**src/hdl/tsm_pkg.sv**
```systemverilog
// tsm_pkg: shared types, constants and the exp2 fraction table of the softmax sampler.
// Depends on nothing; imported by every module of the sampler.
`default_nettype none
package tsm_pkg;

    localparam int MAX_VOCAB = 32768;
    localparam int IDX_W     = 15;            // address width of the logit store
    localparam int CNT_W     = 16;            // holds 0..MAX_VOCAB
    localparam int EXP_BITS  = 8;
    localparam int EXP_TABLE_SIZE = 1 << EXP_BITS;

    localparam logic [16:0] LOG2E_Q16 = 17'd94548;
    localparam logic [63:0] LN2_Q32   = 64'd2977044472;
    localparam logic [12:0] CLAMP_Q8  = 13'd4096;
    localparam logic [15:0] TEMP_RESET = 16'd256;

    typedef logic [15:0] exp_tab_t [EXP_TABLE_SIZE];

    typedef struct packed {
        logic [CNT_W-1:0] count;
        logic [15:0]      maxv;
        logic [15:0]      rnd;
    } job_t;

    typedef struct packed {
        logic             en;
        logic [IDX_W-1:0] addr;
        logic [15:0]      data;
    } mem_wr_t;

    // round(65536 * 2^(-k/EXP_TABLE_SIZE)) via a 13-term Q0.32 series of e^-x
    function automatic exp_tab_t exp_table_build();
        exp_tab_t    tab;
        logic [63:0] a;
        logic [63:0] term;
        logic [63:0] pos;
        logic [63:0] neg;
        logic [63:0] r;
        for (int k = 0; k < EXP_TABLE_SIZE; k++) begin
            a    = (64'(k) * LN2_Q32) >> EXP_BITS;
            term = 64'd1 << 32;
            pos  = term;
            neg  = 64'd0;
            for (int n = 1; n <= 13; n++) begin
                term = ((term * a) >> 32) / 64'(n);
                if (n % 2 == 1)
                    neg = neg + term;
                else
                    pos = pos + term;
            end
            r = (pos > neg) ? pos - neg : 64'd0;
            r = (r + 64'h8000) >> 16;
            tab[k] = (r > 64'd65535) ? 16'hFFFF : r[15:0];
        end
        return tab;
    endfunction

    localparam exp_tab_t EXP_TABLE = exp_table_build();

endpackage
`default_nettype wire

```
**src/hdl/tsm_front.sv**
```systemverilog
// tsm_front: accepts logit transfers, tracks count and maximum, writes the logit store,
// and posts a job when the last logit arrives. Depends on tsm_pkg.
`default_nettype none
module tsm_front
    import tsm_pkg::*;
(
    input  wire logic        clk,
    input  wire logic        rst_n,
    input  wire logic        in_valid,
    output logic             in_stall,
    input  wire logic [15:0] logit,
    input  wire logic        is_last,
    input  wire logic [15:0] random_fraction,
    input  wire logic        hold,
    output mem_wr_t          mem_wr,
    output logic             job_push,
    output job_t             job
);

    logic [CNT_W-1:0] count_reg, count_next;
    logic [15:0]      max_reg, max_next;
    logic             accept;
    logic             room;
    logic [CNT_W-1:0] count_upd;
    logic [15:0]      max_upd;

    assign in_stall = hold;
    assign accept   = in_valid & ~hold;
    assign room     = (count_reg < CNT_W'(MAX_VOCAB));

    always_comb
    begin
        count_upd = count_reg;
        max_upd   = max_reg;
        if (room)
        begin
            count_upd = count_reg + 1'b1;
            if ($signed(logit) > $signed(max_reg))
                max_upd = logit;
        end
    end

    assign mem_wr.en   = accept & room;
    assign mem_wr.addr = count_reg[IDX_W-1:0];
    assign mem_wr.data = logit;

    assign job_push  = accept & is_last;
    assign job.count = count_upd;
    assign job.maxv  = max_upd;
    assign job.rnd   = random_fraction;

    always_comb
    begin
        count_next = count_reg;
        max_next   = max_reg;
        if (accept)
        begin
            if (is_last)
            begin
                count_next = '0;
                max_next   = 16'h8000;
            end
            else
            begin
                count_next = count_upd;
                max_next   = max_upd;
            end
        end
    end

    always_ff @(posedge clk or negedge rst_n)
    begin
        if (!rst_n)
        begin
            count_reg <= '0;
            max_reg   <= 16'h8000;
        end
        else
        begin
            count_reg <= count_next;
            max_reg   <= max_next;
        end
    end

endmodule
`default_nettype wire

```
**config.mk**
```make
export PLATFORM = sky130hd
export DESIGN_NAME = tsm_front
export DESIGN_NICKNAME = d
export VERILOG_FILES = /design/src/hdl/tsm_pkg.sv /design/src/hdl/tsm_front.sv
export SDC_FILE = /design/constraint.sdc
export NUM_CORES = 1
export LEC_CHECK = 0
export BUFFER_PORTS_ARGS = -buffer_cell sky130_fd_sc_hd__buf_2
export CORE_MARGIN = 5
export CORE_UTILIZATION = 50
export CTS_CLUSTER_SIZE = 16
export DETAILED_ROUTE_END_ITERATION = 7
export GPL_TIMING_DRIVEN = 0
export PLACE_DENSITY = 0.91
export SLEW_MARGIN = 10
export SYNTH_ARGS = -nofsm -noshare
export SYNTH_HDL_FRONTEND = slang
export SYNTH_SLANG_ARGS = --single-unit
```
**constraint.sdc**
```tcl
create_clock -name clk -period 6.6 [get_ports clk]
set_clock_uncertainty 0.15 [all_clocks]
set_input_delay 0.66 -clock clk [delete_from_list [all_inputs] [get_ports clk]]
set_output_delay 0.66 -clock clk [all_outputs]
set_load 0.02 [all_outputs]
```
# Word-level counts from Yosys, hierarchy flattened
# Index checks and enable logic that the tools add are counted.
[word_totals]
memories = 0
inputBits = 37
register_bits = 32
ram_bits = 0
latchBits = 0
mem_bits_ro = 0
[op_classes]
reduce_logical = 0
n_lt_le_gt_ge = 2
n_mux = 5
div = 0
multipliers = 0
eq_ne = 0
add_sub_neg = 1
bitwise_logic = 4
shift = 0
[ops]
columns = ["operator", "n"]
rows = [
  ["$mux W16", 5],
  ["$add A16 B1 Y16 const B", 1],
  ["$gt A16 B16 Y1", 1],
  ["$lt A16 B16 Y1 const B", 1],
  ["$and A1 B1 Y1", 3],
  ["$not A1 Y1", 1],
]

# Longest topological paths before layout
# Gate-level depths: netlist (run 1).
[depth]
depth_word = 4
depth_mapped = 9
depth_no_buf = 8

# Worst setup path after synthesis (run 1)
# Ideal clock, no wire load.
[synth_timing]
path_type = "in2out"
start = "input logit[15]"
end = "output job[16] (netlist bit)"
required_ps = 5790
path_stages = 8
arrival_ps = 2530
path_slack_ps = 3260
cell_sequence = "ha_1 -> nand4_2 -> nor3_1 -> a21boi_2 -> o2111ai_2 -> nand2_4 -> buf_2 -> mux2i_1"
[synth_rtl]
columns = ["element", "line", "text"]
rows = [
  ["start: declaration", "tsm_front.sv:11", "input wire logic [15:0] logit,"],
  ["end: declaration", "tsm_front.sv:17", "output job_t job"],
]

==> results of run 1 <==
==> cells by family (layout without fill, tap and decap cells) <==
family	count (synthesis)	count (layout)	share of synthesized area [%]
adder cells (fa/ha/maj)	17	17	7.40
XOR/XNOR	14	14	4.27
AO/OA/AOI/OAI	57	57	15.5
flip-flops	32	32	27.9
AND/OR/NAND/NOR	96	96	17.8
buffers and inverters	87	197	18.2
multiplexers	19	19	8.88
==> routing by layer <==
metal / track usage, % / routed length [µm]
met5: 0 / 0
met2: 36.8 / 3830
met3: 3.55 / 686
met4: 5.04 / 54
met1: 25.0 / 3050
==> cell type report <==
| cell class | count | area [µm²] | share of cell area, % |
|---|---|---|---|
| Sequential cell | 32 | 802 | 22.4 |
| Clock inverter | 2 | 35.0 | 0.978 |
| Multi-Input combinational cell | 203 | 1550 | 43.2 |
| Timing Repair Buffer | 102 | 510 | 14.3 |
| Inverter | 21 | 78.8 | 2.20 |
| Buffer | 66 | 445 | 12.4 |
| Tap cell | 72 | 90.1 | 2.52 |
| Clock buffer | 6 | 72.6 | 2.03 |
==> power groups by stage <==
stage	combinational [µW]	sequential [µW]	clock (µW)
after global routing	449	264	201
after global placement	399	260	0
final	410	260	193
after CTS	412	259	194
after detailed placement	409	263	0
after floorplan	309	255	0
==> how the worst max path moves through the flow <==
stage	cells after the start	end	from	slack, ns
final	10	job[16]	max_reg[15]	2.78
after global routing	10	job[16]	max_reg[15]	2.59
after CTS	10	job[16]	max_reg[15]	2.82
after detailed placement	10	job[16]	logit[15]	2.93
after global placement	10	job[16]	logit[15]	2.94
after floorplan	8	job[16]	logit[15]	3.26
==> cells in the final DEF, fill, tap and decap left out, types with 7 or more instances in the layout <==
cell,n
buf_2,104
buf_4,48
dfrtp_1,31
nand2_1,28
inv_1,21
ha_1,17
and3_1,16
nand4_1,15
clkbuf_1,14
nor2_1,14
o21ai_0,14
mux2_4,12
xnor2_1,8
o311ai_1,7
==> metrics by stage <==
stage                     std cells  utilization (%)  hold slack [ns]  total power [µW]  setup WS (ns)
after floorplan                 322                -            0.214               564           3.26
final                           504             64.6            0.284               864           2.78
after global placement          496             62.7            0.349               659           2.94
after CTS                       504             64.6            0.318               865           2.82
after detailed placement        496             62.7            0.356               672           2.93
after global routing            504             64.6            0.356               915           2.59
==> cells in the mapped netlist (4+ instances only) <==
cell type  instances  area [µm²]
buf_4             48         360
dfrtp_1           31         776
nand2_1           28         105
inv_1             21        78.8
ha_1              17         213
and3_1            16         100
nand4_1           15        93.8
nor2_1            14        52.6
o21ai_0           14        70.1
clkbuf_1          13        48.8
mux2_4            12         180
xnor2_1            8        70.1
o311ai_1           7        61.3
a22o_1             6        52.6
nand3_1            6        30.0
xor2_1             6        52.6
a21oi_1            5        25.0
o2bb2ai_1          5        43.8
o31ai_1            4        30.0
==> impl_metrics.json, run 1 <==
{
  "fin_area_um2": 3580,
  "timing.final.crit_period_ns": 3.82,
  "diodes": 0,
  "worst_path_max_delay_cell": "dfstp_2",
  "path_clk_slew_ns": 0.08,
  "drtIter0Drc": 255,
  "io_buffers": 102,
  "period_share_pct": 57.8,
  "path_buf_inv": 3,
  "crit_path_frequent_cell": "buf_2",
  "chipWidth_um": 85.8,
  "cp-end-kind": "output port",
  "drv_slew": 0,
  "crit_fanout": 10,
  "ctsResizeCount": 0,
  "grt.overflow.total": 0,
  "syn_inst": 322,
  "setup_viol": 0,
  "hold_class": "primary input to async pin",
  "combPwrFrac_pct": 47.5,
  "ys.flop_type": "dfrtp_1",
  "cts_buffers": 5,
  "fmax_mhz": 262,
  "max_stage_delay_ns": 0.55,
  "regToRegEndpoint": "max_reg[11]",
  "ant_nets": 0,
  "die_h_um": 85.8,
  "hpwl_mm": 5.81,
  "reg2reg_depth": 8,
  "rows": 27,
  "worst_pin_slew_ns": 0.768,
  "syn_nets": 376,
  "grt_pass1_vias": 2605,
  "drive_above_1_share_pct": 43.5,
  "cts_tree": "done",
  "postRouteWirelength_mm": 7.63,
  "r2r_slack_ns": 3.83,
  "synth_edf_count": 0,
  "placed_cell_area_um2": 3470,
  "r2r-start": "max_reg[15]",
  "yosysSeqAreaShare_pct": 27.9,
  "maxCapViolations": 0,
  "powerDensity_nw_per_um2": 241,
  "track_usage_pct": 20.4,
  "clkPwrFrac_pct": 22.4,
  "gp_congestion": 0.892,
  "antenna_found_initial": 0,
  "clock_sinks": 32,
  "grt_max_degree": 33,
  "cp-start-kind": "flop",
  "path_cells": "inv_1 > ha_1 > nand4_2 > nor3_1 > a21boi_2 > o2111ai_2 > nand2_4 > buf_2 > mux2i_1 > buf_2",
  "core_area_um2": 5540,
  "synthDistinctLibCells": 50,
  "htreeDepth": 2,
  "syn_to_final_growth_pct": 24.7,
  "synth_area_per_cell_um2": 8.92,
  "cts-root-buf": "clkbuf_8",
  "crit_required_ns": 5.79,
  "io_pins": 119,
  "p_sw_uw": 340,
  "dr_total_vias": 2728,
  "critPathKind": "flop to output port",
  "grt_pass1_wl_mm": 12.3,
  "cts_setup_buffers": 0,
  "start_util_pct": 51.9,
  "syn_area_um2": 2870,
  "synth_seq_cells": 32,
  "wl_per_cell_um": 15.1,
  "drt_pass1_iterations": 5,
  "fillCellCount": 475,
  "status": "complete, no violations",
  "design.die.area_um2": 7360,
  "hold_viol_final": 0,
  "clk-insertion-delay-late_ns": 0.29,
  "slew_headroom_pct": 48.8,
  "postCtsHoldBufs": 0,
  "p_int_uw": 524,
  "p_leak_uw": 0.00194,
  "synth_async_sr_flop_share_pct": 100,
  "cp_top_family": "simple AND/OR/NAND/NOR gates",
  "final.setup.tns_ns": 0,
  "grt_setup_unrepaired": "no",
  "ys_warn_count": 0,
  "seqPwrFrac_pct": 30.1,
  "clockBufferDepth": 2,
  "ir_drop_uv": 183,
  "crit_arrival_ns": 3.01,
  "viasPerCell": 5.41,
  "drc": 0,
  "fin_nets": 485,
  "switching_share_pct": 39.3
}
Power figures use the tool's default switching activity.
==> inputs of run 2 (changes only) <==
--- a/config.mk
+++ b/config.mk
@@ -7,11 +7,11 @@
 export LEC_CHECK = 0
 export BUFFER_PORTS_ARGS = -buffer_cell sky130_fd_sc_hd__buf_2
 export CORE_MARGIN = 5
-export CORE_UTILIZATION = 50
+export CORE_UTILIZATION = 49
 export CTS_CLUSTER_SIZE = 16
 export DETAILED_ROUTE_END_ITERATION = 7
 export GPL_TIMING_DRIVEN = 0
-export PLACE_DENSITY = 0.91
+export PLACE_DENSITY = 0.89
 export SLEW_MARGIN = 10
 export SYNTH_ARGS = -nofsm -noshare
 export SYNTH_HDL_FRONTEND = slang
==> constraint.sdc (replaced) <==
create_clock -name clk -period 3.9 [get_ports clk]
set_clock_uncertainty 0.15 [all_clocks]
set_input_delay 0.39 -clock clk [delete_from_list [all_inputs] [get_ports clk]]
set_output_delay 0.39 -clock clk [all_outputs]
set_load 0.02 [all_outputs]
==> run 2 against run 1 <==
  * Worst hold slack worse by 0.28 ns
  * Worst setup slack worse by 2.5 ns
  * Clock power up 74%
  * Combinational power up 72%
  * Non-clock buffer count unchanged
  * Critical path depth unchanged
  * Cell count unchanged
  * Critical path type unchanged
  * Largest cell class unchanged
==> impl_metrics.json, run 2 (synthesis results as in run 1) <==
{
  "start_util_pct": 51.2,
  "core_area_um2": 5610,
  "ctsResizeCount": 0,
  "hold_class": "primary input to async pin",
  "ir_drop_uv": 194,
  "status": "complete, no violations",
  "grt_pass1_wl_mm": 12.9,
  "diodes": 0,
  "viasPerCell": 5.61,
  "drtIter0Drc": 246,
  "crit_fanout": 10,
  "powerDensity_nw_per_um2": 413,
  "period_share_pct": 92.2,
  "wl_per_cell_um": 15.8,
  "hold_viol_final": 0,
  "die_h_um": 86.6,
  "postRouteWirelength_mm": 7.95,
  "cp-start-kind": "flop",
  "final_common_cell": "buf_2",
  "maxCapViolations": 0,
  "r2r-start": "max_reg[15]",
  "worst_pin_slew_ns": 0.803,
  "io_buffers": 102,
  "cts_tree": "done",
  "p_leak_uw": 0.00194,
  "gp_congestion": 0.846,
  "antenna_found_initial": 0,
  "track_usage_pct": 21.1,
  "drv_slew": 0,
  "clk-insertion-delay-late_ns": 0.30,
  "postCtsHoldBufs": 0,
  "fin_util_pct": 63.9,
  "setup_viol": 0,
  "io_pins": 119,
  "drc": 0,
  "rows": 27,
  "fin_nets": 485,
  "design.die.area_um2": 7490,
  "cts-root-buf": "clkbuf_8",
  "path_clk_slew_ns": 0.08,
  "cp-end-kind": "output port",
  "grt_setup_unrepaired": "no",
  "hpwl_mm": 5.87,
  "grt_max_degree": 33,
  "clockBufferDepth": 2,
  "drt_pass1_iterations": 5,
  "critPathKind": "flop to output port",
  "final.setup.tns_ns": 0,
  "timing.final.crit_period_ns": 3.59,
  "slew_headroom_pct": 46.3,
  "chipWidth_um": 86.6,
  "ant_nets": 0,
  "cts_buffers": 5,
  "htreeDepth": 2,
  "clock_sinks": 32,
  "cts_setup_buffers": 0,
  "syn_to_final_growth_pct": 24.8,
  "layout_common_cells": "104 x buf_2, 48 x buf_4, 31 x dfrtp_1",
  "crit_start": "max_reg[15]",
  "fmax_mhz": 278,
  "crit_required_ns": 3.36,
  "drive_above_1_share_pct": 43.8,
  "fillCellCount": 488,
  "grt.overflow.total": 0,
  "dr_total_vias": 2829,
  "crit_arrival_ns": 3.05,
  "grt_pass1_vias": 2800
}
-- run 2: layer usage --
layer  up-vias  routed length [µm]  global-route usage (%)
li1       1316                   -                       -
met4         0                 191                    7.93
met2       164                3870                    37.6
met5         -                   0                       0
met1      1329                3180                    25.1
met3        20                 709                    3.99
-- run 2: final timing paths --
check	to	slack, ns	cells after the start
setup / recovery	job[16]	0.31	10
hold / removal	count_reg[7]	0.003	1
setup reg to reg	max_reg[11]	1.07	8
hold reg to reg	max_reg[15]	0.37	1
max in group asynchronous	max_reg[10]	3.12	1
min in group clk	max_reg[15]	0.33	3
-- run 2: metrics by stage --
| stage | worst slack, ns | area, µm² | hold WS [ns] | cells | power [µW] |
|---|---|---|---|---|---|
| floorplan | 0.939 | 2870 | -0.0556 | 322 | 954 |
| global placement | 0.756 | 3470 | 0.336 | 496 | 1120 |
| detailed placement | 0.687 | 3470 | 0.344 | 496 | 1140 |
| CTS | 0.330 | 3580 | 0.0263 | 504 | 1480 |
| global route | 0.113 | 3580 | 0.0578 | 504 | 1560 |
| finish | 0.306 | 3580 | 0.00295 | 504 | 1480 |
-- run 2: worst max-delay path, cell delays in order, from the launching register on --
cell and delay (ns):
dfstp_2 0.55, inv_1 0.04, ha_1 0.35, nand4_2 0.20, nor3_1 0.28, a21boi_2 0.28, o2111ai_2 0.17, nand2_4 0.15
buf_2 0.28, mux2i_1 0.27, buf_2 0.20
-- run 2: where the power goes --
part           switching (µW)  total [µW]  internal [µW]
sequential               48.0         439            391
clock                     146         336            189
combinational             399         704            306
total                     593        1480            886
-- run 2: layout make-up --
class	count	area, µm²	share of cell area, %
clock inverter	3	42.5	1.19
sequential	32	802	22.4
clock buffer	5	68.8	1.92
timing repair buffer	102	510	14.2
inverter	21	78.8	2.20
multi-input combinational	203	1550	43.1
buffer	66	445	12.4
tap	72	90.1	2.51
