$ cat src/hdl/tsm_pkg.sv
// tsm_pkg: shared types, constants and the exp2 fraction table of the softmax sampler.
// Depends on nothing; imported by every module of the sampler.
`default_nettype none
package tsm_pkg;

    localparam int MAX_VOCAB = 32768;
    localparam int IDX_W     = 15;            // address width of the logit store
    localparam int CNT_W     = 16;            // holds 0..MAX_VOCAB
    localparam int EXP_BITS  = 8;
    localparam int EXP_TABLE_SIZE = 1 << EXP_BITS;

    localparam logic [16:0] LOG2E_Q16 = 17'd94548;
    localparam logic [63:0] LN2_Q32   = 64'd2977044472;
    localparam logic [12:0] CLAMP_Q8  = 13'd4096;
    localparam logic [15:0] TEMP_RESET = 16'd256;

    typedef logic [15:0] exp_tab_t [EXP_TABLE_SIZE];

    typedef struct packed {
        logic [CNT_W-1:0] count;
        logic [15:0]      maxv;
        logic [15:0]      rnd;
    } job_t;

    typedef struct packed {
        logic             en;
        logic [IDX_W-1:0] addr;
        logic [15:0]      data;
    } mem_wr_t;

    // round(65536 * 2^(-k/EXP_TABLE_SIZE)) via a 13-term Q0.32 series of e^-x
    function automatic exp_tab_t exp_table_build();
        exp_tab_t    tab;
        logic [63:0] a;
        logic [63:0] term;
        logic [63:0] pos;
        logic [63:0] neg;
        logic [63:0] r;
        for (int k = 0; k < EXP_TABLE_SIZE; k++) begin
            a    = (64'(k) * LN2_Q32) >> EXP_BITS;
            term = 64'd1 << 32;
            pos  = term;
            neg  = 64'd0;
            for (int n = 1; n <= 13; n++) begin
                term = ((term * a) >> 32) / 64'(n);
                if (n % 2 == 1)
                    neg = neg + term;
                else
                    pos = pos + term;
            end
            r = (pos > neg) ? pos - neg : 64'd0;
            r = (r + 64'h8000) >> 16;
            tab[k] = (r > 64'd65535) ? 16'hFFFF : r[15:0];
        end
        return tab;
    endfunction

    localparam exp_tab_t EXP_TABLE = exp_table_build();

endpackage
`default_nettype wire

$ cat src/hdl/tsm_jobq.sv
// tsm_jobq: two-entry queue of sampling jobs between front and back.
// Depends on tsm_pkg.
`default_nettype none
module tsm_jobq
    import tsm_pkg::*;
(
    input  wire logic clk,
    input  wire logic rst_n,
    input  wire logic push,
    input  job_t      push_job,
    input  wire logic pop,
    output logic      nonempty,
    output job_t      head
);

    job_t       q_reg [2];
    logic       wr_ptr_reg, wr_ptr_next;
    logic       rd_ptr_reg, rd_ptr_next;
    logic [1:0] cnt_reg, cnt_next;

    assign nonempty = (cnt_reg != 2'd0);
    assign head     = q_reg[rd_ptr_reg];

    always_comb
    begin
        wr_ptr_next = wr_ptr_reg ^ push;
        rd_ptr_next = rd_ptr_reg ^ pop;
        cnt_next    = cnt_reg + {1'b0, push} - {1'b0, pop};
    end

    always_ff @(posedge clk)
    begin
        if (push)
            q_reg[wr_ptr_reg] <= push_job;
    end

    always_ff @(posedge clk or negedge rst_n)
    begin
        if (!rst_n)
        begin
            wr_ptr_reg <= 1'b0;
            rd_ptr_reg <= 1'b0;
            cnt_reg    <= 2'd0;
        end
        else
        begin
            wr_ptr_reg <= wr_ptr_next;
            rd_ptr_reg <= rd_ptr_next;
            cnt_reg    <= cnt_next;
        end
    end

`ifndef ASSERT_OFF
    a_no_overflow: assert property (@(posedge clk) disable iff (!rst_n)
        push |-> (cnt_reg != 2'd2 || pop))
        else $error("job queue overflow");
    a_no_underflow: assert property (@(posedge clk) disable iff (!rst_n)
        pop |-> nonempty)
        else $error("job queue underflow");
    a_count_bound: assert property (@(posedge clk) disable iff (!rst_n)
        cnt_reg != 2'd3)
        else $error("job queue count out of range");
`endif

endmodule
`default_nettype wire

$ cat config.mk
export PLATFORM = sky130hd
export DESIGN_NAME = tsm_jobq
export DESIGN_NICKNAME = d
export VERILOG_FILES = /design/src/hdl/tsm_pkg.sv /design/src/hdl/tsm_jobq.sv
export SDC_FILE = /design/constraint.sdc
export NUM_CORES = 1
export LEC_CHECK = 0
export BUFFER_PORTS_ARGS = -buffer_cell sky130_fd_sc_hd__buf_4
export CORE_MARGIN = 2
export CORE_UTILIZATION = 45
export DETAILED_ROUTE_END_ITERATION = 12
export GPL_TIMING_DRIVEN = 0
export PLACE_DENSITY_LB_ADDON = 0.05
export SLEW_MARGIN = 30
export SYNTH_ARGS = -nofsm -noshare
export SYNTH_HDL_FRONTEND = slang
export SYNTH_SLANG_ARGS = --single-unit
$ cat constraint.sdc
create_clock -name clk -period 4.2 [get_ports clk]
set_input_delay 1.05 -clock clk [delete_from_list [all_inputs] [get_ports clk]]
set_output_delay 1.05 -clock clk [all_outputs]
set_load 0.03 [all_outputs]
# Word level (Yosys, flattened, before mapping)
# Memories as Yosys holds them, arrays and structs flattened.
# Index checks and enable logic that the tools add are counted.
[totals]
regBits = 4
output_inout_bits = 49
memories = 1
inputBits = 52
wordCells = 11
ramBits = 96
[classes]
n_reduce_logical = 1
n_mux = 2
bitwise = 2
n_addsub = 2
[memory_table]
columns = ["name", "depth", "word_bits", "read_ports", "rd_clocked_by_memory_dff", "write_ports", "line", "rtl"]
rows = [
  ["q_reg", 2, 48, 1, 0, 1, "tsm_jobq.sv:16", "job_t q_reg [2];"],
]
[op_table]
columns = ["operator", "count"]
rows = [
  ["$add A2 B1 Y2", 1],
  ["$mux W1", 2],
  ["$reduce_bool A2 Y1", 1],
  ["$sub A2 B1 Y2", 1],
  ["$xor A1 B1 Y1", 2],
]

# Logic depth before layout (Yosys ltp)
# Gate-level depths: netlist (run 1).
[logic_depth]
word_depth = 2
ltp_mapped = 5
ltp_nobuf = 5

# Least setup slack after synthesis (run 1)
# Ideal clock, no wire load.
[synth_path]
path_type = "input to register"
from = "input push"
to = "memory q_reg[0][0] (netlist bit), enable pin"
setup_time_ns = 0.411
n_path_buf = 0
required_ns = 3.789
setup_slack_ns = 1.548
path_stages = 1
arrival_time_ns = 2.242
cell_sequence = "ha_1"
[synth_via]
elab_chain_cells = 2
[synth_lines]
columns = ["element", "line", "rtl"]
rows = [
  ["start, declared", "tsm_jobq.sv:9", "input wire logic push,"],
  ["$mux W1", "tsm_jobq.sv:33", "if (push)"],
  ["$mux W1 (implied by the code)", "tsm_jobq.sv:34", "q_reg[wr_ptr_reg] <= push_job;"],
  ["end, declared", "tsm_jobq.sv:16", ""],
]
# No other way between the ends.

==> results of run 1 <==
-- how the worst min path moves through the flow --
stage | from | to | slack, ns | cells after the start
6_report | rst_n | cnt_reg[0]$_DFF_PN0_ | 0.48 | 1
4_1_cts | rst_n | cnt_reg[0]$_DFF_PN0_ | 0.46 | 1
3_5_place_dp | cnt_reg[1]$_DFF_PN0_ | cnt_reg[1]$_DFF_PN0_ | 0.59 | 1
3_3_place_gp | cnt_reg[1]$_DFF_PN0_ | cnt_reg[1]$_DFF_PN0_ | 0.57 | 1
2_1_floorplan | cnt_reg[1]$_DFF_PN0_ | cnt_reg[1]$_DFF_PN0_ | 0.56 | 1
5_1_grt | rst_n | cnt_reg[0]$_DFF_PN0_ | 0.45 | 1
-- cell families after synthesis --
logic type / count (synthesis) / synth area share [%]
mux: 48 / 15.6
buf+inv: 9 / 1.72
flops: 100 / 80.3
fa+ha+maj: 4 / 1.35
xor+xnor: 2 / 0.876
simple gates: 1 / 0.169
-- synthesized netlist by cell type --
cell type	n	area (µm²)
edfxtp_1	96	2880
dfrtp_1	4	100
mux2_4	10	150
buf_6	1	11.3
or2_2	1	6.26
buf_8	1	15.0
inv_1	4	15.0
ha_1	4	50.1
mux2_2	38	428
xor2_1	1	8.76
buf_4	3	22.5
xor3_1	1	23.8
-- area by class of cell --
class / count / area, µm²
fillers: 647 / 3270
repair buffers: 102 / 791
inverters: 4 / 15.0
clock buffers: 10 / 128
well taps: 105 / 131
clock inverters: 5 / 30.0
multi-input cells: 55 / 692
plain buffers: 5 / 48.8
flip-flops and latches: 100 / 2980
-- per-layer routing --
layer  up-vias  GRT usage, %  wire length, µm  part of all wire, %
li1        863             -                -                    -
met3         6          4.79              381                  6.6
met5         -             0                0                    0
met1       888          14.3             2220                   39
met4         0          6.16               80                  1.4
met2        57          23.2             3070                   53
-- power breakdown --
| part | switching (W) | internal (W) |
|---|---|---|
| logic | 0.000773 | 0.000611 |
| registers | 0.0000476 | 0.00132 |
| clock network | 0.000292 | 0.000208 |
-- worst max-delay path, stage by stage, from the launching register on --
cell	delay (ns)
dfrtp_1	0.42
buf_6	0.18
buf_8	0.17
mux2_4	0.31
buf_4	0.17
-- per-stage QoR --
stage | util [%] | total power (W)
6_report | 59.5 | 0.00325
5_1_grt | 59.5 | 0.00342
4_1_cts | 59.5 | 0.00331
3_5_place_dp | 57.6 | 0.00281
3_3_place_gp | 56.8 | 0.00277
2_1_floorplan | - | 0.00232
==> reports/metrics.cfg, run 1 <==
[sta]
fmax_mhz = 377
fin_crit_sh_pct = 63.1
skew_ns = 0.00976
max-slew-margin-rel_pct = 81.6
finalSetupViolCount = 0
holdWs_ns = 0.479
drv_slew = 0
hold_viol_final = 0
final.min_clock_period_ns = 2.65
final.setup.tns_ns = 0
fin_ws_ns = 1.55
rsz0062_at_grt = no
max_slew.worst_pin.slew_ns = 0.277

[die]
start_util_pct = 45.9
die_area_um2 = 8990
ios = 101
die_y_um = 94.8
fp.dieW_um = 94.8
rows = 33
design.core.area_um2 = 8090

[place]
place_congestion = 0.643
port_buffers = 100
place_hpwl_um = 3860
dpl.cell_count = 371
pre_cts_ws_ns = 1.91
dpl_cell_area_um2 = 4660

[routing]
routedWlPerCell_um = 14.9
drt_iter0_markers = 63
firstDrtPassIters = 4
drc = 0
vias_per_cell = 4.70
wl_um = 5760
vias = 1814
detail-route-antenna-nets = 0

[grt]
grt_max_degree = 36
first_global_vias = 1832
grt_use_total_pct = 13.3
gr-total-overflow = 0
grt_pass1_wl_um = 8590
antenna_found_initial = 0

[clock_network]
cts_made_buffers = 9
cts_root_buf = clkbuf_8
cts_sinks = 100
cts_buffer_depth = 2
postCtsHoldBufs = 0
htree_levels = 3
post_cts_buffers = 0
path_clk_slew_ns = 0.08
cts_tree = yes
cts.repair.resized = 0
clk_latency_ns = 0.35

[finish]
mostFrequentLayoutCell = buf_4
drive_above_1_share_pct = 60.5
largest_register_ffs = 96
syn2layout_area_growth_pct = 29.8
antenna_cells = 0
nNetsFinal = 333
final_cell_mix = buf_4, edfxtp_1, mux2_2, mux2_4, clkbuf_8
final_area_um2 = 4820
layout.cells.non_filler = 386

[critical_path]
crit_type = reg -> out
rr_endpoint = q_reg[0][9]$_DFFE_PP_
crit_fanout = 10
cp-start-kind = register
worstSetupEndpointType = output port
r2r_start = wr_ptr_reg$_DFF_PN0_
startpoint = rd_ptr_reg$_DFF_PN0_
crit_end = head[30]
reg2reg_depth = 3
ff2ff_setup_slack_ns = 2.81
critPathArrivalTime_ns = 1.60
required_ns = 3.15

[worst_hold_path]
hp-class = in -> async

[synth]
synth_warnings = 0
syn_nets = 220
synth-seq-area-share_pct = 80.3
synthCells = 164
yosys_register_bits = 100
synth.cell_area_um2 = 3710
ys_types = 12
synth.avg_cell_area_um2 = 22.6

[pwr]
p_leak_nw = 1.85
power.density_nw_per_um2 = 675
irDropWorstVdd_mv = 0.324

[status]
outcome = finished clean

[flow_run]
maxCapViolCount = 0

Power figures use the tool's default switching activity.
==> run 2: changes to the inputs <==
--- a/config.mk
+++ b/config.mk
@@ -5,6 +5,7 @@
 export SDC_FILE = /design/constraint.sdc
 export NUM_CORES = 1
 export LEC_CHECK = 0
+export ABC_AREA = 1
 export BUFFER_PORTS_ARGS = -buffer_cell sky130_fd_sc_hd__buf_4
 export CORE_MARGIN = 2
 export CORE_UTILIZATION = 45
==> constraint.sdc (replaced) <==
create_clock -name clk -period 2.4 [get_ports clk]
set_input_delay 0.6 -clock clk [delete_from_list [all_inputs] [get_ports clk]]
set_output_delay 0.6 -clock clk [all_outputs]
set_load 0.03 [all_outputs]
==> run 2 against run 1 <==
Critical path type unchanged; clock power rose by 110%; first-iteration DRC count is 48% higher; global-route usage increased by 2.1 points; sequential share of layout area fell by 4.1 points; setup slack got worse by 1.2 ns.
==> reports/metrics.cfg, run 2 <==
[status]
outcome = finished clean

[die]
start_util_pct = 46.3  ; +0.38 points
die_area_um2 = 9690  ; +7.8%
fp.dieW_um = 98.5  ; +3.8%
rows = 34  ; +3.0%
design.core.area_um2 = 8680  ; +7.2%
ios = 101  ; unchanged
die_y_um = 98.5  ; +3.8%

[routing]
detail-route-antenna-nets = 0  ; unchanged
vias_per_cell = 4.59  ; -2.3%
wl_um = 7180  ; +25%
drt_iter0_markers = 93  ; +48%
firstDrtPassIters = 4  ; unchanged
routedWlPerCell_um = 14.4  ; -3.7%
vias = 2296  ; +27%
drc = 0  ; unchanged

[synth]
synth_top_family_by_area = compound AO/OA/AOI/OAI gates
syn_nets = 330  ; +50%
synth_area_leader_cell = edfxtp_1
yosys_register_bits = 100  ; unchanged
synthCells = 274  ; +67%
yosys-top-cells-count = edfxtp_1, inv_1, nand2_2, o21ai_2, nand2_1
synth_edf_count = 96  ; unchanged
synth_warnings = 0  ; unchanged
ys_types = 16  ; +4
synth.avg_cell_area_um2 = 14.7  ; -35%
synth.most_common_cell = edfxtp_1
synth.cell_area_um2 = 4020  ; +8.1%
synthAdderAreaFrac_pct = 1.25  ; -0.10 points
ys.flop_type = edfxtp_1
synth_compound_area_share_pct = 8.79  ; +8.8 points
synthMuxAreaShare_pct = 0  ; -16 points
synthXorXnorAreaFrac_pct = 0.218  ; -0.66 points
synth-seq-area-share_pct = 74.3  ; -6.0 points
synth_top_area_share_pct = 71.8  ; -5.8 points
ys_top_cells_by_area = edfxtp_1, o21ai_2, inv_1
synthSimpleGateAreaFrac_pct = 7.04  ; +6.9 points
synthArstFlopShare_pct = 4.00  ; unchanged

[finish]
final_cell_mix = buf_4, edfxtp_1, inv_1, nand2_2, o21ai_2
final_area_um2 = 5160  ; +7.0%
syn2layout_area_growth_pct = 28.5
drive_above_1_share_pct = 48.2  ; -12 points
antenna_cells = 0  ; unchanged
mostFrequentLayoutCell = buf_4
layout.cells.non_filler = 500  ; +30%
nNetsFinal = 443  ; +33%
largest_register_ffs = 96  ; unchanged
final_core_util_pct = 59.4  ; -0.11 points

[flow_run]
maxCapViolCount = 0  ; unchanged

[sta]
hold_viol_final = 0  ; unchanged
max_slew.worst_pin.slew_ns = 0.371  ; +0.0938 ns
holdWs_ns = 0.0356  ; -0.443 ns
fin_crit_sh_pct = 85.0
finalSetupViolCount = 0  ; unchanged
final.min_clock_period_ns = 2.04
drv_slew = 0  ; unchanged
fmax_mhz = 490
rsz0062_at_grt = no
max-slew-margin-rel_pct = 75.3  ; -6.3 points
skew_ns = 0.00806  ; -0.00169 ns

[grt]
antenna_found_initial = 0  ; unchanged
grt_use_total_pct = 15.4  ; +2.1 points
first_global_vias = 2375  ; +30%
grt_max_degree = 27  ; -25%
grt_use_met2_pct = 27.6  ; +4.4 points
grt_pass1_wl_um = 11400  ; +32%
met3_usage_pct = 3.83  ; -0.96 points
grtUsageMet1_pct = 17.7  ; +3.4 points
grt-busiest-layer = met2
gr-total-overflow = 0  ; unchanged

[pwr]
p_leak_nw = 2.18  ; +18%
irDropWorstVdd_mv = 0.756  ; +130%
switchingPower_w = 0.00259  ; +130%
switching_share_pct = 39.7  ; +5.5 points
pwr-share-clk_pct = 15.9  ; +0.6 points
intPower_w = 0.00393  ; +84%
power.density_nw_per_um2 = 1260  ; +87%
sequentialPowerShare_pct = 37.0  ; -5.1 points
p_comb_share_pct = 47.1  ; +4.6 points

[clock_network]
cts_buffer_depth = 2  ; unchanged
postCtsHoldBufs = 0  ; unchanged
post_cts_buffers = 0  ; unchanged
cts_tree = yes
clk_latency_ns = 0.34  ; about the same
cts_made_buffers = 9  ; unchanged
path_clk_slew_ns = 0.09  ; about the same
cts.repair.resized = 0  ; unchanged
cts_sinks = 100  ; unchanged
htree_levels = 3  ; unchanged
cts_root_buf = clkbuf_8

[critical_path]
worstSetupEndpointType = output port
crit_fanout = 10  ; unchanged
crit_family = buffers and inverters
critPathArrivalTime_ns = 1.44  ; -0.16 ns
cp_slowest_cell = dfrtp_1
required_ns = 1.80  ; -1.35 ns
cp-start-kind = register
slowest_delay_ns = 0.38  ; -0.04 ns
path_cells = buf_6 -> buf_2 -> o21ai_0 -> buf_4
path_buf_inv = 3  ; unchanged
crit_type = reg -> out

[place]
dpl_cell_area_um2 = 4970  ; +6.6%
dpl.cell_count = 484  ; +30%
place_congestion = 0.691  ; +7.4%
port_buffers = 100  ; unchanged
place_hpwl_um = 4830  ; +25%

[worst_hold_path]
hp-class = in -> async

run 2: cell count changes after synthesis, moves of 2 or more:
cell / change
buf_12: +4
nand2_2: +30
inv_1: +51
mux2_2: -38
nand2_1: +24
buf_2: +2
o21ai_2: +30
mux2_4: -10
o21ai_0: +17
clkbuf_4: +3
buf_4: -2
run 2: area by class of cell:
cell class	count	area, µm²
clock buffer	10	128
inverter	55	206
multi-input combinational	108	719
buffer	11	131
sequential	100	2980
timing repair buffer	102	791
fill	711	3520
tap	108	135
clock inverter	6	63.8
run 2: layer usage:
metal | routed length (µm) | vias to the layer above
met4 | 102 | 0
met2 | 3820 | 63
met5 | 0 | -
li1 | - | 1147
met1 | 2860 | 1078
met3 | 400 | 8
run 2: cells by family after synthesis:
logic type | Yosys count
and+or+nand+nor | 55
xor gates and xnor gates | 1
AOI/OAI and AO/OA | 48
adders and majority gates | 4
buffers and inverters | 66
DFF | 100
run 2: power groups by stage:
stage / Combinational (W) / Sequential (W) / Clock, W
global route: 0.00331 / 0.00244 / 0.00112
global placement: 0.00304 / 0.00246 / 0
CTS: 0.00315 / 0.00241 / 0.00107
finish: 0.00307 / 0.00241 / 0.00104
floorplan: 0.00204 / 0.00244 / 0
detailed placement: 0.00314 / 0.00245 / 0
run 2: final timing paths:
path | end | startpoint | depth (start not counted) | slack [ns]
max | head[14] | rd_ptr_reg$_DFF_PN0_ | 4 | 0.36
min | wr_ptr_reg$_DFF_PN0_ | rst_n | 1 | 0.04
max reg2reg | q_reg[0][33]$_DFFE_PP_ | wr_ptr_reg$_DFF_PN0_ | 3 | 0.96
min reg2reg | cnt_reg[1]$_DFF_PN0_ | cnt_reg[1]$_DFF_PN0_ | 3 | 0.61
max in group asynchronous | cnt_reg[1]$_DFF_PN0_ | rst_n | 1 | 2.25
min in group clk | q_reg[1][13]$_DFFE_PP_ | push_job[13] | 1 | 0.42
run 2: per-stage QoR:
step	TNS (ns)	power (W)	worst slack [ns]
finish	0	0.00652	0.361
detailed placement	0	0.00559	0.702
global placement	-57.35	0.00550	-0.605
global route	0	0.00687	0.262
CTS	0	0.00663	0.325
floorplan	0	0.00448	0.198
==> run 3: changes to the inputs <==
==> constraint.sdc (replaced) <==
create_clock -name clk -period 1.9 [get_ports clk]
set_input_delay 0.475 -clock clk [delete_from_list [all_inputs] [get_ports clk]]
set_output_delay 0.475 -clock clk [all_outputs]
set_load 0.03 [all_outputs]
==> run 3 against run 2 <==
Utilization up 0.97 points; cell count down 0.40%; clock skew down 0.0011 ns; first-iteration DRC count stayed put; setup slack lost 0.34 ns; critical path depth is the same; sequential share of layout area shrank 0.93 points; combinational power up 36%; largest cell class unchanged.
==> reports/metrics.cfg, run 3 (same netlist as run 2, synthesis figures left out) <==
[clock_network]
post_cts_buffers = 0  ; unchanged
cts_buffer_depth = 2  ; unchanged
cts_tree = yes
cts_made_buffers = 9  ; unchanged
htree_levels = 3  ; unchanged
cts_sinks = 100  ; unchanged
path_clk_slew_ns = 0.09  ; about the same
cts_root_buf = clkbuf_8
clk_latency_ns = 0.35  ; about the same

[sta]
final.min_clock_period_ns = 1.87
final.setup.tns_ns = 0  ; unchanged
fin_crit_sh_pct = 98.7
fmax_mhz = 533
drv_slew = 0  ; unchanged
finalSetupViolCount = 0  ; unchanged
skew_ns = 0.00701  ; -0.00105 ns
rsz0062_at_grt = yes
hold_viol_final = 0  ; unchanged
max-slew-margin-rel_pct = 52.0  ; -23 points
max_slew.worst_pin.slew_ns = 0.720  ; +0.350 ns

[routing]
routedWlPerCell_um = 14.0  ; -2.6%
drt_iter0_markers = 93  ; unchanged
vias_per_cell = 4.67  ; +1.6%
detail-route-antenna-nets = 0  ; unchanged
vias = 2324  ; +1.2%
drc = 0  ; unchanged
wl_um = 6970  ; -3.0%
firstDrtPassIters = 4  ; unchanged

[status]
outcome = finished clean

[critical_path]
crit_fanout = 10  ; unchanged
required_ns = 1.42  ; -0.38 ns
cp_slowest_cell = dfrtp_1
path_cells = buf_6 -> buf_12 -> o21ai_0 -> buf_4
slowest_delay_ns = 0.38  ; about the same
critPathArrivalTime_ns = 1.40  ; -0.04 ns
crit_type = reg -> out
crit_family = buffers and inverters
cp-start-kind = register
worstSetupEndpointType = output port
path_buf_inv = 3  ; unchanged

[finish]
largest_register_ffs = 96  ; unchanged
antenna_cells = 0  ; unchanged
fillCellCount = 697  ; -2.0%
syn2layout_area_growth_pct = 30.5
final_area_um2 = 5240  ; +1.6%
mostFrequentLayoutCell = edfxtp_1
final_core_util_pct = 60.4  ; +0.97 points
final_cell_mix = edfxtp_1, buf_4, inv_1, o21ai_2, buf_6
drive_above_1_share_pct = 48.7  ; +0.50 points
nNetsFinal = 442  ; -0.23%

[die]
die_y_um = 98.5  ; unchanged
design.core.area_um2 = 8680  ; unchanged
rows = 34  ; unchanged
start_util_pct = 46.3  ; unchanged
ios = 101  ; unchanged
die_area_um2 = 9690  ; unchanged
fp.dieW_um = 98.5  ; unchanged

[pwr]
irDropWorstVdd_mv = 0.938  ; +24%
p_leak_nw = 2.19  ; +0.62%
power.density_nw_per_um2 = 1590  ; +26%

[worst_hold_path]
hp-class = in -> reg

[place]
place_hpwl_um = 4460  ; -7.7%
dpl_cell_area_um2 = 4930  ; -0.81%
port_buffers = 100  ; unchanged
place_congestion = 0.682  ; -1.4%

[grt]
grt_pass1_wl_um = 11000  ; -3.2%
grt_max_degree = 49  ; +81%
antenna_found_initial = 0  ; unchanged
first_global_vias = 2337  ; -1.6%
gr-total-overflow = 0  ; unchanged
grt_use_total_pct = 15.0  ; -0.45 points

[flow_run]
maxCapViolCount = 0  ; unchanged

## run 3: changes by cell type in the layout (fill, tap and decap cells not counted), sizes merged
cell / previous run / this run
clkinvlp: 1 / 2
inv: 56 / 55
clkinv: 3 / 2
dlygate4sd3: 0 / 1
bufinv: 1 / 0
buf: 110 / 109
## run 3: final cells by class
type                       instances  area (µm²)  area share (%)
sequential                       100        2980            56.9
timing repair buffer             101         877            16.7
multi-input combinational        108         738            14.1
inverter                          55         206            3.94
buffer                            11         143            2.72
tap                              108         135            2.58
clock buffer                      11         131            2.51
clock inverter                     4        27.5           0.525
## run 3: what timing repair did
item / CTS / global route
gates cloned: 0 / 0
hold buffers: 1 / 0
hold endpoints to repair: 4 / 0
endpoints found under the setup margin: 36 / 47
gates resized for setup: 32 / 23
## run 3: through the flow
step           hold slack [ns]  total power (W)  instances  setup slack (ns)
3_3_place_gp             0.277          0.00693        482            -0.178
5_1_grt                  0.281          0.00882        498           -0.0552
6_report                 0.302          0.00835        498            0.0251
3_5_place_dp             0.278          0.00699        482             0.264
2_1_floorplan            0.179          0.00566        274            0.0877
4_1_cts                  0.283          0.00836        498           -0.0336
## run 3: power by group
group | leakage (nW) | total [W] | internal (W) | switching, W
Combinational | 1.17 | 0.00416 | 0.00165 | 0.00252
Sequential | 0.948 | 0.00305 | 0.00293 | 0.000116
Clock | 0.0731 | 0.00114 | 0.000468 | 0.000670
## run 3: metal layers
| metal | vias to the layer above | GRT usage, % | wire length (µm) |
|---|---|---|---|
| met4 | 0 | 6.32 | 127 |
| li1 | 1147 | - | - |
| met2 | 61 | 25.5 | 3640 |
| met5 | - | 0 | 0 |
| met3 | 10 | 4.47 | 414 |
| met1 | 1106 | 17.8 | 2790 |
## run 3: final timing paths
kind                            slack, ns  cells past startpoint                 start                     end
worst max-delay path                 0.03                      4  rd_ptr_reg$_DFF_PN0_                 head[3]
worst min register to register       0.57                      3  cnt_reg[1]$_DFF_PN0_    cnt_reg[1]$_DFF_PN0_
worst max register to register       0.40                      2  wr_ptr_reg$_DFF_PN0_  q_reg[0][35]$_DFFE_PP_
min in group asynchronous            0.47                      2                 rst_n    wr_ptr_reg$_DFF_PN0_
max in group asynchronous            1.32                      2                 rst_n    rd_ptr_reg$_DFF_PN0_
worst min-delay path                 0.30                      1          push_job[11]  q_reg[1][11]$_DFFE_PP_
